$ cat config.mk
export PLATFORM = sky130hd
export DESIGN_NAME = swm_cell
export DESIGN_NICKNAME = d
export VERILOG_FILES = /design/src/rtl/swm_pkg.sv /design/src/rtl/swm_cell.sv
export SDC_FILE = /design/constraint.sdc
export NUM_CORES = 1
export LEC_CHECK = 0
export BUFFER_PORTS_ARGS = -buffer_cell sky130_fd_sc_hd__buf_2
export CAP_MARGIN = 30
export CELL_PAD_IN_SITES_DETAIL_PLACEMENT = 1
export CELL_PAD_IN_SITES_GLOBAL_PLACEMENT = 1
export CORE_MARGIN = 10
export CORE_UTILIZATION = 30
export DETAILED_ROUTE_END_ITERATION = 10
export GPL_ROUTABILITY_DRIVEN = 0
export HOLD_SLACK_MARGIN = 0.03
export PLACE_DENSITY = 0.7
export SYNTH_ARGS = -nofsm -noshare
export SYNTH_HDL_FRONTEND = slang
export SYNTH_SLANG_ARGS = --single-unit
$ cat constraint.sdc
create_clock -name clock -period 5.69 [get_ports clock]
set_input_delay 1.4225 -clock clock [delete_from_list [all_inputs] [get_ports clock]]
set_output_delay 1.4225 -clock clock [all_outputs]
set_load 0.01 [all_outputs]
$ cat src/rtl/swm_pkg.sv
`default_nettype none
// ----------------------------------------------------------------------------
// swm_pkg
// shared constants and types of the sliding window median filter
// ----------------------------------------------------------------------------
package swm_pkg;

   localparam int WINDOW_MAX  = 64;
   localparam int SAMPLE_BITS = 32;
   localparam int IDX_BITS    = $clog2(WINDOW_MAX);
   localparam int CNT_BITS    = $clog2(WINDOW_MAX + 1);
   localparam int AGE_BITS    = IDX_BITS;
   localparam int CSR_AW      = 3;
   localparam int CSR_DW      = 32;

   // register index carried by paddr[2]
   localparam logic REG_WINDOW_SIZE = 1'b0;

   typedef logic signed [SAMPLE_BITS-1:0] sample_type;
   typedef logic [AGE_BITS-1:0]           age_type;
   typedef logic [CNT_BITS-1:0]           count_type;

   // what each cell shows its neighbors
   typedef struct packed {
      sample_type value;  // held key
      age_type    age;    // samples arrived after this one
      logic       le;     // held key <= new key
      logic       rm;     // eviction shifts this slot from the right
      logic       lb;     // slot after eviction is <= new key
   } link_type;

endpackage

`default_nettype wire

$ cat src/rtl/swm_cell.sv
`default_nettype none
// ----------------------------------------------------------------------------
// swm_cell
// one slot of the sorted window: removes the evicted key and inserts the new
// key using only its own compares and those of its two neighbors
// ----------------------------------------------------------------------------
module swm_cell
   import swm_pkg::*;
(
   input  wire logic       clock,
   input  wire logic       load,
   input  wire sample_type key,
   input  wire sample_type evict_key,
   input  wire logic       full,
   input  wire logic       valid,
   input  wire link_type   left,
   input  wire link_type   right,
   output link_type        link
);

   sample_type value_ff, value_in;
   age_type    age_ff, age_in;
   sample_type b_value, bl_value;
   age_type    b_age, bl_age;

   always_comb begin
      link.value = value_ff;
      link.age   = age_ff;
      link.le    = valid && (value_ff <= key);
      link.rm    = full && (!valid || !(value_ff < evict_key));
      link.lb    = link.rm ? right.le : link.le;
   end

   // slot content after eviction, here and one slot to the left
   always_comb begin
      b_value  = link.rm ? right.value : value_ff;
      b_age    = link.rm ? right.age : age_ff;
      bl_value = left.rm ? value_ff : left.value;
      bl_age   = left.rm ? age_ff : left.age;
   end

   always_comb begin
      if (link.lb) begin
         value_in = b_value;
         age_in   = b_age + age_type'(1);
      end else if (left.lb) begin
         value_in = key;
         age_in   = '0;
      end else begin
         value_in = bl_value;
         age_in   = bl_age + age_type'(1);
      end
   end

   always_ff @(posedge clock) begin
      if (load) begin
         value_ff <= value_in;
         age_ff   <= age_in;
      end
   end

endmodule

`default_nettype wire

# Word-level counts from Yosys, hierarchy flattened
# Cells that the tools add are included.
[totals]
regBits = 38
latchBits = 0
mem_bits_rw = 0
mem_bits_ro = 0
in_bits = 150
output_inout_bits = 41
elab_cells = 23
n_memories = 0
[op_classes]
n_addsub = 2
mul = 0
n_div = 0
magnitude_cmp = 2
n_eq_ne = 2
shifts = 0
n_mux = 9
bitwise = 0
reduce_logical = 6
[op_table]
columns = ["op", "n"]
rows = [
  ["2-to-1 mux 32 bit", 4],
  ["<= comparator 32 bit", 1],
  ["< comparator 32 bit", 1],
  ["2-to-1 mux 6 bit", 4],
  ["adder 6 x 1 -> 6 bit, second input constant", 2],
  ["inequality test 3 x 2 -> 1 bit, second input constant", 1],
  ["AND reduction 3 bit", 1],
  ["logical AND 1 bit", 2],
  ["logical NOT 1 bit", 2],
  ["inequality test 2 x 1 -> 1 bit, second input constant", 1],
  ["logical OR 1 bit", 1],
  ["2-to-1 mux 1 bit", 1],
]

# Longest topological paths before layout
# Gate-level depths: netlist (run 1).
[logic_depth]
word_depth = 7
mapped_depth = 15

# Worst setup path before layout (run 1)
# No wires, ideal clock.
[synth_path]
kind = "input to output"
from = "input port key[5]"
to = "output port link[0] (netlist bit)"
t_arrival_ns = 3.552
required_time_ns = 4.268
slack_ns = 0.716
cell_stages = 11
n_path_buf = 1
path_cell_list = "inv_1 > ha_1 > a211o_1 > a21oi_1 > nor4_1 > a2111o_1 > a2111oi_4 > o31a_2 > a21oi_2 > buf_2 > inv_1"
[synth_rtl]
columns = ["element", "line_no", "source"]
rows = [
  ["start, declared", "swm_cell.sv:12", "input wire sample_type key,"],
  ["end, declared", "swm_cell.sv:18", "output link_type link"],
]

==> results.cfg, run 1 <==
[status]
status = finished clean

[min_path]
holdCritPathClass = flip-flop to flip-flop

[timing]
setup_viol = 0
rsz0062_at_grt = false
setup_ws_ns = 0.5034
fin_crit_ns = 5.187
period_share = 0.9115
setup_tns_ns = 0
hold_viol = 0
maxSlewViolCount = 0
clock_skew_ns = 0.005932
fmax_ghz = 0.1928
relSlewSlack = 0.5789
holdWs_ns = 0.8433
worstMarginPinSlew_ns = 0.6317

[power_and_ir_drop]
p_per_area_mw_per_mm2 = 219.8
p_leak_nw = 2.752
peakVddDrop_v = 0.00009560
fin_total_pwr_mw = 1.179

[detailed_routing]
final_antenna_net_count = 0
highest_layer = met5
wire_per_inst_um = 18.75
first_pass_iters = 4
wl_met2_um = 7307
wl_um = 14440
drc = 0
drtIter0Drc = 89
wl_met1_um = 5894
vias_per_cell = 4.821
met3_length_um = 1122
vias = 3712

[cells_and_area]
fill_cells = 1595
stdcell_area_mm2 = 0.005363
antenna_cells = 0
multi_input_area_mm2 = 0.002614
drive_above_1_share = 0.4697
nNetsFinal = 808
final_common_cell = buf_2
regArea_mm2 = 0.001141
finalNonFillerCells = 770
mostFrequentLayoutCells = 187 x buf_2, 68 x inv_1, 65 x ha_1
area_delta_synth_final_pct = 32.12
finish.utilization = 0.4050

[clock_network]
htree_levels = 2
cts_root_buf = clkbuf_16
clockBufferDepth = 2
cts_setup_buffers = 0
cts_resized = 0
clock_latency_ns = 0.29
cts_buffers = 5
holdBufCountCts = 0
path_clk_slew_ns = 0.06
cts.sinks = 38
tritoncts = yes

[worst_setup_path]
crit_path_top_delay_cell = nor3_1
critical-path-top-delay-family = compound AO/OA/AOI/OAI gates
cp.arrival_ns = 3.76
setup.worst_path.end_class = output port
crit_required_ns = 4.27
slowest_delay_ns = 0.48
critPathKind = input port to output port
critPathLaunchType = input port
crit_buf_inv = 4
path_cells = buf_2 > inv_1 > ha_1 > nand4_1 > nor3_1 > o211ai_1 > nand3_1 > a2111oi_4 > o31a_2 > a21oi_4 > inv_1 > buf_2
cp_max_fo = 4

[die]
die_height_um = 136.3
initial_utilization = 0.3065
num_rows = 42
io_pins = 191
core_mm2 = 0.01324
dieWidth_um = 136.3
die_area_mm2 = 0.01858

[yosys]
synth_edf_count = 38
synth_top_area_frac = 0.2811
yosys_warnings = 0
synthTopCellsByArea = edfxtp_1 28%, ha_1 20%, mux2_2 18%
syn-instance-count = 404
avgSynthCellArea_um2 = 10.05
yosysTopAreaCell = edfxtp_1
ys_types = 45
synth_nets = 619
async_reset_ff_frac = 0
yosys_most_used_dff = edfxtp_1
ys_ff_latch = 38
ys_seq_area_frac = 0.2811
netlist_area_mm2 = 0.004059

[global_routing]
grt_max_degree = 39
grt_pass1_wl_um = 22150
antenna_found_initial = 1
grt_pass1_vias = 4305
grt.overflow.total = 0
grt_usage = 0.1514

[placement]
dpl_cell_area_mm2 = 0.005200
pre_cts_slack_ns = 0.5016
io_buffers = 187
dpl.hpwl_um = 12250
placed_cells = 762

[job]
max_cap_viol_count = 0
metal layers:
| layer | track usage | vias to the layer above |
|---|---|---|
| met5 | 0 | - |
| li1 | - | 1836 |
| met4 | 0.02781 | 2 |
| met1 | 0.1662 | 1749 |
| met3 | 0.05572 | 8 |
| met2 | 0.2743 | 117 |
tightest hold or removal path: stages, from the launching register on:
cell      delay [ns]
edfxtp_1        0.42
mux2_2          0.20
mux2i_1         0.06
report_power, final:
part / switching (mW) / internal, mW
logic: 0.228 / 0.227
clock network: 0.124 / 0.208
registers: 0.0336 / 0.359
cells in the mapped netlist (all sizes together), types with 6 or more instances:
library cell and number:
a21oi 27, edfxtp 38, ha 65, inv 69, mux2 74, nand2 20, nand3 8, nand4 9
nor2 11, nor3 6, o21ai 9, xnor2 6
registers in the layout, summed over array words and instances (netlist names):
name	flops
value_ff	32
age_ff	6
cell families after synthesis:
logic type	synth area share
AO/OA/AOI/OAI	0.1027
XOR/XNOR	0.02158
adder cells (fa/ha/maj)	0.2004
AND/OR/NAND/NOR	0.08878
buffers and inverters	0.07861
flip-flops	0.2811
multiplexers	0.2269
worst paths after layout:
path | start | to | slack, ns | depth (start not counted)
setup reg to reg | value_ff[31] | value_ff[12] | 1.96 | 10
setup / recovery | key[31] | link[0] | 0.50 | 12
hold reg to reg | age_ff[0] | age_ff[0] | 0.84 | 2
hold / removal | age_ff[0] | age_ff[0] | 0.84 | 2
layout make-up:
type                       instances  share of cell area
timing repair buffer             191              0.1801
sequential                        38              0.2128
inverter                          69             0.04830
tap                              176             0.04106
clock buffer                       7             0.02473
clock inverter                     1            0.005600
multi-input combinational        288              0.4874
No activity file was read; power rests on OpenSTA's default activity.
==> inputs of run 2 (changes only) <==
- RECOVER_POWER: not set -> 100
==> results.cfg, run 2 (synthesized netlist as in run 1, its figures left out) <==
[placement]
placed_cells = 762
pre_cts_slack_ns = 0.5016
dpl.hpwl_um = 12250
io_buffers = 187

[power_and_ir_drop]
power_frac_seq = 0.340
swShare = 0.3311
power.switching_mw = 0.3832
p_leak_nw = 2.586
p_int_mw = 0.7742
fin_total_pwr_mw = 1.157
clkPwrFrac = 0.287
p_comb_frac = 0.373
peakVddDrop_v = 0.00009531
p_per_area_mw_per_mm2 = 220.0

[cells_and_area]
area_delta_synth_final_pct = 29.62
drive_above_1_share = 0.3788
final_common_cell = buf_2
antenna_cells = 0
largest_reg_flops = 32
largest-register = value_ff
fill_cells = 1605
finalNonFillerCells = 770
mostFrequentLayoutCells = 147 x buf_2, 69 x inv_1, 65 x ha_1
nNetsFinal = 808
top_regs = value_ff x32, age_ff x6

[timing]
rsz0062_at_grt = false
period_share = 0.9087
setup_tns_ns = 0
hold_viol = 0
clock_skew_ns = 0.006651
relSlewSlack = 0.2407
fin_crit_ns = 5.171
setup_viol = 0
fmax_ghz = 0.1934
setup_ws_ns = 0.5193
worstMarginPinSlew_ns = 1.139
maxSlewViolCount = 0

[die]
io_pins = 191
initial_utilization = 0.3065
num_rows = 42
die_height_um = 136.3
dieWidth_um = 136.3
core_mm2 = 0.01324
die_area_mm2 = 0.01858

[worst_setup_path]
reg2reg_depth = 10
cp_max_fo = 5
reg2reg_from = value_ff[9]
path_common_cell = inv_1
cp.arrival_ns = 3.75
path_cells = clkbuf_1 > inv_1 > ha_1 > nand4_1 > nor4_1 > nand2_1 > o2bb2ai_1 > o211ai_1 > inv_1 > and2_1 > a21oi_4 > inv_1 > buf_2
critical-path-top-delay-family = simple AND/OR/NAND/NOR gates
critPathLaunchType = input port
setup.worst_path.end_class = output port
critPathKind = input port to output port
crit_required_ns = 4.27
crit_buf_inv = 5
reg2reg_slack_ns = 1.63
crit_path_top_delay_cell = nor4_1
reg2reg_to = value_ff[4]
slowest_delay_ns = 0.57

[detailed_routing]
met3_length_um = 1114
wire_per_inst_um = 18.73
wl_met1_um = 5904
wl_um = 14420
wl_met2_um = 7286
first_pass_iters = 4
vias_per_cell = 4.818
drtIter0Drc = 96
drc = 0
vias = 3710
highest_layer = met5
final_antenna_net_count = 0

[clock_network]
cts_setup_buffers = 0
tritoncts = yes
clock_latency_ns = 0.29
cts_root_buf = clkbuf_16
cts_buffers = 5
holdBufCountCts = 0
cts_resized = 0
path_clk_slew_ns = 0.06
htree_levels = 2
cts.sinks = 38
clockBufferDepth = 2

[min_path]
holdCritPathClass = flip-flop to flip-flop
whs_path_depth = 2
hold-path-endpoint = age_ff[0]
hp-start = age_ff[0]

[job]
max_cap_viol_count = 0

[status]
status = finished clean

[global_routing]
antenna_found_initial = 1
grt.overflow.total = 0
grt_usage = 0.1514
grt_max_degree = 39
grt_pass1_wl_um = 22150
grt_pass1_vias = 4305
-- run 2: cell types whose count changed in the layout (fill, tap and decap cells not counted), moves of 2 or more --
cell,delta
buf_2,-40
mux2_1,+11
clkbuf_1,+41
mux2_4,-10
clkbuf_2,+2
buf_4,-3
-- run 2: layout make-up --
type / count / area (µm²) / share of cell area
Timing Repair Buffer: 191 / 907.1 / 0.1724
Tap cell: 176 / 220.2 / 0.04185
Clock buffer: 7 / 132.6 / 0.02521
Multi-Input combinational cell: 288 / 2571 / 0.4887
Clock inverter: 1 / 30.03 / 0.005707
Inverter: 69 / 259.0 / 0.04923
Sequential cell: 38 / 1141 / 0.2169
-- run 2: worst min-delay path: stages (launching register included) --
cell and delay (ns):
edfxtp_1 0.42, mux2_2 0.20, mux2i_1 0.06
-- run 2: how the worst max path moves through the flow --
| stage | start | endpoint | slack (ns) | depth (start not counted) |
|---|---|---|---|---|
| final | evict_key[30] | link[0] | 0.52 | 13 |
| after global routing | evict_key[30] | link[0] | 0.17 | 13 |
| after CTS | key[10] | link[0] | 0.49 | 12 |
| after detailed placement | key[9] | link[0] | 0.50 | 12 |
| after global placement | key[9] | link[0] | 0.52 | 12 |
| after floorplan | key[5] | link[0] | 0.72 | 11 |
-- run 2: metrics by stage --
stage	area [µm²]	util	hold WS (ns)
CTS	5363	0.4050	0.8476
global placement	5200	0.3927	0.8162
finish	5261	0.3973	0.8455
floorplan	4059	-	0.8060
detailed placement	5200	0.3927	0.8392
global route	5261	0.3973	0.9147
-- run 2: power by group through the flow --
stage | sequential [mW] | clock [mW] | combinational (mW)
floorplan | 0.405 | 0 | 0.276
global placement | 0.397 | 0 | 0.435
detailed placement | 0.399 | 0 | 0.460
CTS | 0.393 | 0.343 | 0.464
global route | 0.399 | 0.353 | 0.488
finish | 0.393 | 0.332 | 0.432
-- run 2: per-layer routing --
layer,vias to the layer above,track usage
met4,2,0.02781
li1,1837,-
met1,1746,0.1662
met3,10,0.05572
met2,115,0.2743
met5,-,0
==> inputs of run 3 (changes only) <==
- clock period: 5.69 -> 6.6 ns (I/O delays scaled with it)
==> results.cfg, run 3 (synthesized netlist as in run 1, its figures left out) <==
[global_routing]
grt_usage = 0.1451
antenna_found_initial = 1
grt_pass1_vias = 4317
grt.overflow.total = 0
grt_pass1_wl_um = 21710
grt_max_degree = 40

[worst_setup_path]
cp.arrival_ns = 4.20
reg2reg_from = value_ff[31]
critPathKind = input port to output port
reg2reg_slack_ns = 2.20
critPathLaunchType = input port
reg2reg_depth = 10
reg2reg_to = value_ff[16]
setup.worst_path.end_class = output port
crit_required_ns = 4.95
cp_max_fo = 4

[clock_network]
cts_buffers = 5
path_clk_slew_ns = 0.06
htree_levels = 2
cts.sinks = 38
holdBufCountCts = 0
tritoncts = yes
cts_setup_buffers = 0
cts_resized = 0
clockBufferDepth = 2
clock_latency_ns = 0.28
cts_root_buf = clkbuf_16

[placement]
dpl.hpwl_um = 11970
dpl_cell_area_mm2 = 0.005220
pre_cts_slack_ns = 0.8338
io_buffers = 187

[cells_and_area]
largest_reg_flops = 32
nNetsFinal = 808
final_common_cell = buf_2
mostFrequentLayoutCells = 145 x buf_2, 69 x inv_1, 65 x ha_1
largest-register = value_ff
stdcell_area_mm2 = 0.005230
area_delta_synth_final_pct = 28.85
top_regs = value_ff x32, age_ff x6
drive_above_1_share = 0.3721

[power_and_ir_drop]
p_int_mw = 0.6267
peakVddDrop_v = 0.00008316
power_frac_seq = 0.357
p_per_area_mw_per_mm2 = 181.3
p_comb_frac = 0.388
clkPwrFrac = 0.255
power.switching_mw = 0.3217
fin_total_pwr_mw = 0.9484
swShare = 0.3392
p_leak_nw = 2.574

[die]
dieWidth_um = 136.3
die_area_mm2 = 0.01858
num_rows = 42
core_mm2 = 0.01324
io_pins = 191
die_height_um = 136.3
initial_utilization = 0.3065

[timing]
maxSlewViolCount = 15
fin_crit_ns = 5.847
relSlewSlack = -0.1590
period_share = 0.8859
fmax_ghz = 0.1710
setup_ws_ns = 0.7530
setup_viol = 0
hold_viol = 0
setup_tns_ns = 0
worstMarginPinSlew_ns = 1.735
clock_skew_ns = 0.004773
rsz0062_at_grt = false

[job]
max_cap_viol_count = 1

[detailed_routing]
vias_per_cell = 4.878
met3_length_um = 981
first_pass_iters = 4
wl_um = 14040
vias = 3761
wl_met1_um = 5900
wl_met2_um = 7074
drc = 0
wire_per_inst_um = 18.21
drtIter0Drc = 86
highest_layer = met5
final_antenna_net_count = 0

[status]
violations = capacitance limit, slew limit
status = complete, but fails checks

[min_path]
hold-path-endpoint = age_ff[0]
hp-start = age_ff[0]
whs_path_depth = 2
holdCritPathClass = flip-flop to flip-flop
==> run 3: changes by cell type in the layout (fill, tap and decap cells not counted), sizes merged <==
| cell | previous run | this run |
|---|---|---|
| bufinv | 1 | 0 |
| clkbuf | 50 | 49 |
| clkinv | 0 | 2 |
| diode | 0 | 1 |
==> run 3: critical path: stages <==
cell and delay [ns]:
clkbuf_1 0.12, inv_1 0.06, ha_1 0.33, nand4_1 0.13
nor3_1 0.56, o211ai_1 0.32, nand3_1 0.15, a2111oi_0 0.09
o31a_2 0.38, a21oi_1 0.20, inv_1 0.07, clkbuf_1 0.14
==> run 3: per-stage QoR <==
stage / utilization / hold WS, ns / std cells
2_1_floorplan: - / 0.8060 / 404
3_3_place_gp: 0.3921 / 0.8128 / 761
3_5_place_dp: 0.3942 / 0.8530 / 762
4_1_cts: 0.4046 / 0.8643 / 770
5_1_grt: 0.3947 / 0.8904 / 770
6_report: 0.3949 / 0.8708 / 771
==> run 3: how the worst max path moves through the flow <==
| stage | slack, ns | to | depth (start not counted) | from |
|---|---|---|---|---|
| finish | 0.75 | link[0] | 12 | key[31] |
| global placement | 0.89 | link[0] | 12 | key[31] |
| detailed placement | 0.83 | link[0] | 12 | key[31] |
| floorplan | 1.17 | link[0] | 11 | key[5] |
| global route | 0.53 | link[0] | 12 | key[31] |
| CTS | 0.82 | link[0] | 12 | key[31] |
==> run 3: area by class of cell <==
class                           count  area (µm²)
Antenna cell                        1       2.502
Inverter                           69       259.0
Clock inverter                      2       8.758
Multi-Input combinational cell    288        2539
Sequential cell                    38        1141
Timing Repair Buffer              191       930.9
Clock buffer                        6       128.9
Tap cell                          176       220.2
Fill cell                        1654        8013
==> run 3: power groups by stage <==
stage	Clock, mW	Sequential, mW	Combinational [mW]
after floorplan	0	0.349	0.238
after global placement	0	0.343	0.373
after detailed placement	0	0.344	0.396
after CTS	0.248	0.339	0.400
after global routing	0.260	0.344	0.415
final	0.242	0.338	0.368
==> run 3: metal layers <==
metal | up-vias | GRT usage
li1 | 1839 | -
met1 | 1798 | 0.1636
met2 | 113 | 0.2630
met3 | 9 | 0.04908
met4 | 2 | 0.02189
met5 | - | 0
